<file path="config.mk">
export PLATFORM = sky130hd
export DESIGN_NAME = psrw_front
export DESIGN_NICKNAME = d
export VERILOG_FILES = /design/src/psrw_pkg.sv /design/src/psrw_front.sv
export SDC_FILE = /design/constraint.sdc
export NUM_CORES = 1
export LEC_CHECK = 0
export ABC_AREA = 0
export BUFFER_PORTS_ARGS = -buffer_cell sky130_fd_sc_hd__buf_2
export CAP_MARGIN = 30
export CORE_MARGIN = 2
export CORE_UTILIZATION = 30
export CTS_CLUSTER_SIZE = 40
export DETAILED_ROUTE_END_ITERATION = 8
export MAX_ROUTING_LAYER = met4
export SETUP_SLACK_MARGIN = 0.1
export SYNTH_ARGS = -nofsm -noshare
export SYNTH_HDL_FRONTEND = slang
export SYNTH_SLANG_ARGS = --single-unit
</file>
<file path="constraint.sdc">
create_clock -name clk_i -period 3.95 [get_ports clk_i]
set_clock_uncertainty 0.15 [all_clocks]
set_input_delay 0.9875 -clock clk_i [delete_from_list [all_inputs] [get_ports clk_i]]
set_output_delay 0.9875 -clock clk_i [all_outputs]
set_load 0.03 [all_outputs]
</file>
<file path="src/psrw_pkg.sv">
// ----------------------------------------------------------------------------
// psrw_pkg
// Shared types and codes of the packet sequence reorder window.
// ----------------------------------------------------------------------------
package psrw_pkg;

  localparam int TDATA_W = 56;
  localparam int ITEM_W  = 50;

  typedef enum logic [1:0] {
    EV_DELIVER  = 2'd0,
    EV_KEYFRAME = 2'd1,
    EV_RESYNC   = 2'd2
  } ev_kind_e;

  // Packed so that chan sits in the lowest bits, same as the stream tdata.
  typedef struct packed {
    logic [15:0] length;
    logic [15:0] handle;
    logic [15:0] seq;
    logic [1:0]  chan;
  } item_t;

  typedef enum logic [3:0] {
    ST_IDLE,
    ST_CLASSIFY,
    ST_INORDER,
    ST_DRAIN_RD,
    ST_DRAIN_EMIT,
    ST_AHEAD,
    ST_SCAN,
    ST_RESYNC,
    ST_JUMP_RESYNC,
    ST_JUMP_DELIVER
  } state_e;

endpackage

</file>
<file path="src/psrw_front.sv">
// ----------------------------------------------------------------------------
// psrw_front
// Input side: takes descriptors, drops ignored ones, queues the rest.
// ----------------------------------------------------------------------------
module psrw_front #(
  parameter int CHANNELS = 4
) (
  input  logic                              clk_i,
  input  logic                              rst_ni,
  input  logic                              in_valid_i,
  output logic                              in_ready_o,
  input  psrw_pkg::item_t                   in_item_i,
  output logic                              item_valid_o,
  input  logic                              item_ready_i,
  output psrw_pkg::item_t                   item_o
);

  psrw_pkg::item_t fifo_q [2];
  logic            wptr_q, rptr_q;
  logic [1:0]      count_q;
  logic            keep, push, pop;

  // zero length or out-of-range channel: ignored
  assign keep = (in_item_i.length != 16'd0) &&
                ({30'd0, in_item_i.chan} < 32'(CHANNELS));

  assign in_ready_o   = (count_q != 2'd2);
  assign push         = in_valid_i && in_ready_o && keep;
  assign item_valid_o = (count_q != 2'd0);
  assign pop          = item_valid_o && item_ready_i;
  assign item_o       = fifo_q[rptr_q];

  always_ff @(posedge clk_i or negedge rst_ni) begin
    if (!rst_ni) begin
      wptr_q  <= 1'b0;
      rptr_q  <= 1'b0;
      count_q <= 2'd0;
    end else begin
      if (push) wptr_q <= ~wptr_q;
      if (pop) rptr_q <= ~rptr_q;
      count_q <= count_q + {1'b0, push} - {1'b0, pop};
    end
  end

  always_ff @(posedge clk_i) begin
    if (push) fifo_q[wptr_q] <= in_item_i;
  end

endmodule

</file>
== Yosys cells after proc, flatten, opt, wreduce, memory -nomap -nowiden ==
Memories as Yosys holds them, arrays and structs flattened.
Cells that the tools add are included.
Storage, ports and cells
  bits in writable memories: 100
  input bits: 54
  register bits: 4
  word-level logic and storage cells: 16
  memories kept: 1
  output and inout port bits: 52
Memories
  fifo_q: depth 2, width 50, rd ports 1, clocked after memory_dff 0, write ports 1, line psrw_front.sv:18  | psrw_pkg::item_t fifo_q [2];
Operators by class
  bitwise operators: 2
  add/subtract/negate cells: 2
  reduce and logical (&&, ||, !) cells: 5
  multiplexer cells: 2
  eq/ne operators: 1
Operator list (number)
  16-bit nonzero test: 1
  1-bit logical AND: 3
  2-bit by 1-bit adder with 2-bit output: 1
  1-bit 2-to-1 mux: 2
  2-bit != test, second input constant: 1
  1-bit inverter: 2
  2-bit nonzero test: 1
  2-bit by 1-bit subtractor with 2-bit output: 1

== Depth between registers and ports, before layout ==
  word-level depth: 5
  depth in mapped cells: 8
  gate-level depth less buffers: 8

== Least setup slack after synthesis ==
Ideal clock, no wire load.
  path type: input-to-reg
  start: input port in_item_i[41] (netlist bit)
  end: memory fifo_q[0][0] (netlist bit), enable pin
  slack: -0.006 ns
  stages on the path: 4
  arrival: 3.348 ns
  cells stage by stage: nor4_2 nand4_1 nand3_2 nor2_1
On the way
  word-level cells in the longest chain between the ends: 4
RTL lines
  from (decl): line psrw_front.sv:12  | input psrw_pkg::item_t in_item_i,
  16-bit nonzero test: line psrw_front.sv:24  | assign keep = (in_item_i.length != 16'd0) &&
  1-bit logical AND: line psrw_front.sv:28  | assign push = in_valid_i && in_ready_o && keep;
  1-bit 2-to-1 mux: line psrw_front.sv:46  | if (push) fifo_q[wptr_q] <= in_item_i;
  1-bit 2-to-1 mux (implied by the code): line psrw_front.sv:46
  to (decl): line psrw_front.sv:18
No other way between the ends.

==> flow_summary.json <==
{
  "vias": 1987,
  "avgSynthCellArea_um2": 21.63,
  "grt_max_degree": 28,
  "timing.rr.end": "count_q[1]",
  "synth.distinct_cells": 16,
  "cts_sinks": 104,
  "fp.dieH_um": 117.6,
  "synth_warnings": 0,
  "n_antenna_cell": 0,
  "hold_buffers": 0,
  "r2r-start": "count_q[1]",
  "critical_path.cell_chain": "buf_4 -> mux2_2 -> buf_2",
  "via_per_inst": 4.219,
  "pre_cts_ws_ns": 0.9717,
  "synth.top_cell.area_share": 0.7757,
  "floorplan.initialDensity": 0.3068,
  "max-clock-path-buffers": 2,
  "powerDensity_nw_per_um2": 783.5,
  "status": "completed",
  "hold_path_class": "in -> async",
  "core-area_um2": 12620,
  "dp_hpwl_mm": 4.764,
  "die-area_um2": 13830,
  "synth_seq_cells": 104,
  "synth_cells": 179,
  "cp_slowest_cell": "dfrtp_2",
  "synth_area_leaders": "edfxtp_1 (78%), mux2_2 (15%), dfrtp_1 (2.6%)",
  "period_share": 0.8348,
  "clock.fmax_mhz": 303.3,
  "cts_root_buffer": "clkbuf_16",
  "syn_nets": 235,
  "portBuffers": 105,
  "die_x_um": 117.6,
  "syn_area_um2": 3871,
  "cts.reportedPaths.clkPinSlew_ns": 0.06,
  "crit_type": "reg -> out",
  "detail_route.wl_per_cell_um": 15.01,
  "r2r_slack_ns": 2.06,
  "grt_pass1_vias": 2093,
  "final_cell_mix": "buf_2 (105), edfxtp_1 (100), mux2_2 (50), clkbuf_16 (9), buf_4 (5)",
  "slew_viol_final": 0,
  "cts_resized": 0,
  "clock_latency_ns": 0.34,
  "comb_power_share": 0.360,
  "drv_cap": 0,
  "drc": 0,
  "crit_path_max_incr_delay_ns": 0.74,
  "hold_viol_final": 0,
  "cts_buffers": 9,
  "synth_area_leader_cell": "edfxtp_1",
  "path_max_fanout": 27,
  "finalSetupViolCount": 0,
  "ir_drop_mv": 0.3229,
  "holdWs_ns": 0.2937,
  "worstSetupStartpointType": "flop",
  "grt_antenna_before_repair": 0,
  "switchingPower_mw": 1.361,
  "cell_internal_pwr_mw": 2.481,
  "cts_setup_buffers": 0,
  "max_slew.worst_pin.slew_ns": 0.5904,
  "maxSlewHeadroom": 0.6064,
  "seq_power_share": 0.421,
  "routabilityCongestion": 0.6708,
  "drive_gt1_frac": 0.6087,
  "pwr-share-clk": 0.219,
  "io_pins": 106,
  "dp.cells": 455,
  "cp.arrival_ns": 2.16,
  "layout_commonest_cell": "buf_2",
  "drt_iter0_drc": 77,
  "grt_usage": 0.1114,
  "cts-htree-levels": 3,
  "rows": 41,
  "overflow": 0,
  "power_leakage_nw": 1.807,
  "cts_tree": "built",
  "critPathLaunch": "rptr_q",
  "area_growth_pct": 26.66,
  "reg2reg_depth": 7,
  "setup_slack_ns": 0.6527,
  "finalNetCount": 350,
  "ant_nets": 0,
  "drt-total-wl_mm": 7.071,
  "endpoint": "item_o[14]",
  "grt_pass1_wl_mm": 11.14,
  "rsz0062_at_grt": "false",
  "switching_share": 0.3543,
  "period_needed_ns": 3.297,
  "stdcell_count": 471,
  "required_ns": 2.81,
  "first_pass_iters": 4,
  "synth-seq-area-share": 0.8016,
  "crit_path_end_kind": "output pin"
}
[cells in the mapped netlist]
| library cell | instances |
|---|---|
| xor2_1 | 1 |
| ha_1 | 2 |
| nand3_2 | 1 |
| edfxtp_1 | 100 |
| nand4_1 | 1 |
| dfrtp_1 | 4 |
| nand2b_1 | 1 |
| and2_4 | 1 |
| inv_1 | 2 |
| buf_2 | 1 |
| xnor2_1 | 3 |
| or2_2 | 1 |
| nor4_2 | 4 |
| nor2_1 | 2 |
| buf_4 | 5 |
| mux2_2 | 50 |
[area by class of cell]
| type | count | area, um^2 |
|---|---|---|
| inverters | 2 | 7.507 |
| well taps | 172 | 215.2 |
| repair buffers | 110 | 563.0 |
| fillers | 1218 | 7716 |
| clock buffers | 11 | 232.7 |
| flip-flops and latches | 104 | 3104 |
| multi-input cells | 67 | 733.2 |
| clock inverters | 5 | 47.55 |
[power by group through the flow]
stage               Combinational (mW)  Clock [mW]  Sequential, mW
floorplan                         1.08           0            1.59
global placement                  1.40           0            1.63
detailed placement                1.41           0            1.65
CTS                               1.42       0.874            1.62
global route                      1.47       0.923            1.65
finish                            1.38       0.843            1.62
[how the worst min path moves through the flow]
stage                     slack [ns]  depth (start not counted)         end
final                           0.29                          1  count_q[0]
after global routing            0.28                          1  count_q[0]
after CTS                       0.28                          1  count_q[0]
after detailed placement        0.35                          1  count_q[1]
after global placement          0.33                          1  count_q[1]
after floorplan                 0.31                          1  count_q[1]
[kinds of logic after synthesis]
family,after synthesis,synth area share
xor+xnor,4,0.009051
fa+ha+maj,2,0.006463
buf+inv,8,0.01293
flops,104,0.8016
mux,50,0.1454
simple gates,11,0.02457
[stage by stage]
stage               power, mW  utilization  area, um^2  TNS (ns)
global placement        3.034       0.3663        4623         0
floorplan               2.667            -        3871   -0.6243
detailed placement      3.059       0.3663        4623         0
global route            4.045       0.3886        4903         0
CTS                     3.917       0.3886        4903         0
finish                  3.842       0.3886        4903         0
[state kept, by name (all words and copies together), names as in the netlist]
name and cells:
fifo_q 100, count_q 2, rptr_q 1, wptr_q 1
[per-layer routing]
metal,GRT usage,vias up,part of all wire
met5,-,-,0
met4,0.05873,0,0.021
met3,0.03101,11,0.052
met2,0.1729,66,0.50
met1,0.1327,979,0.43
li1,-,931,-
[worst max-delay path, delay by kind of cell, from the launching register on]
family	cells	cell delay, ns
flops	1	0.74
mux	1	0.41
buf+inv	2	0.65
Note: power is estimated with default switching activity, not from simulation.
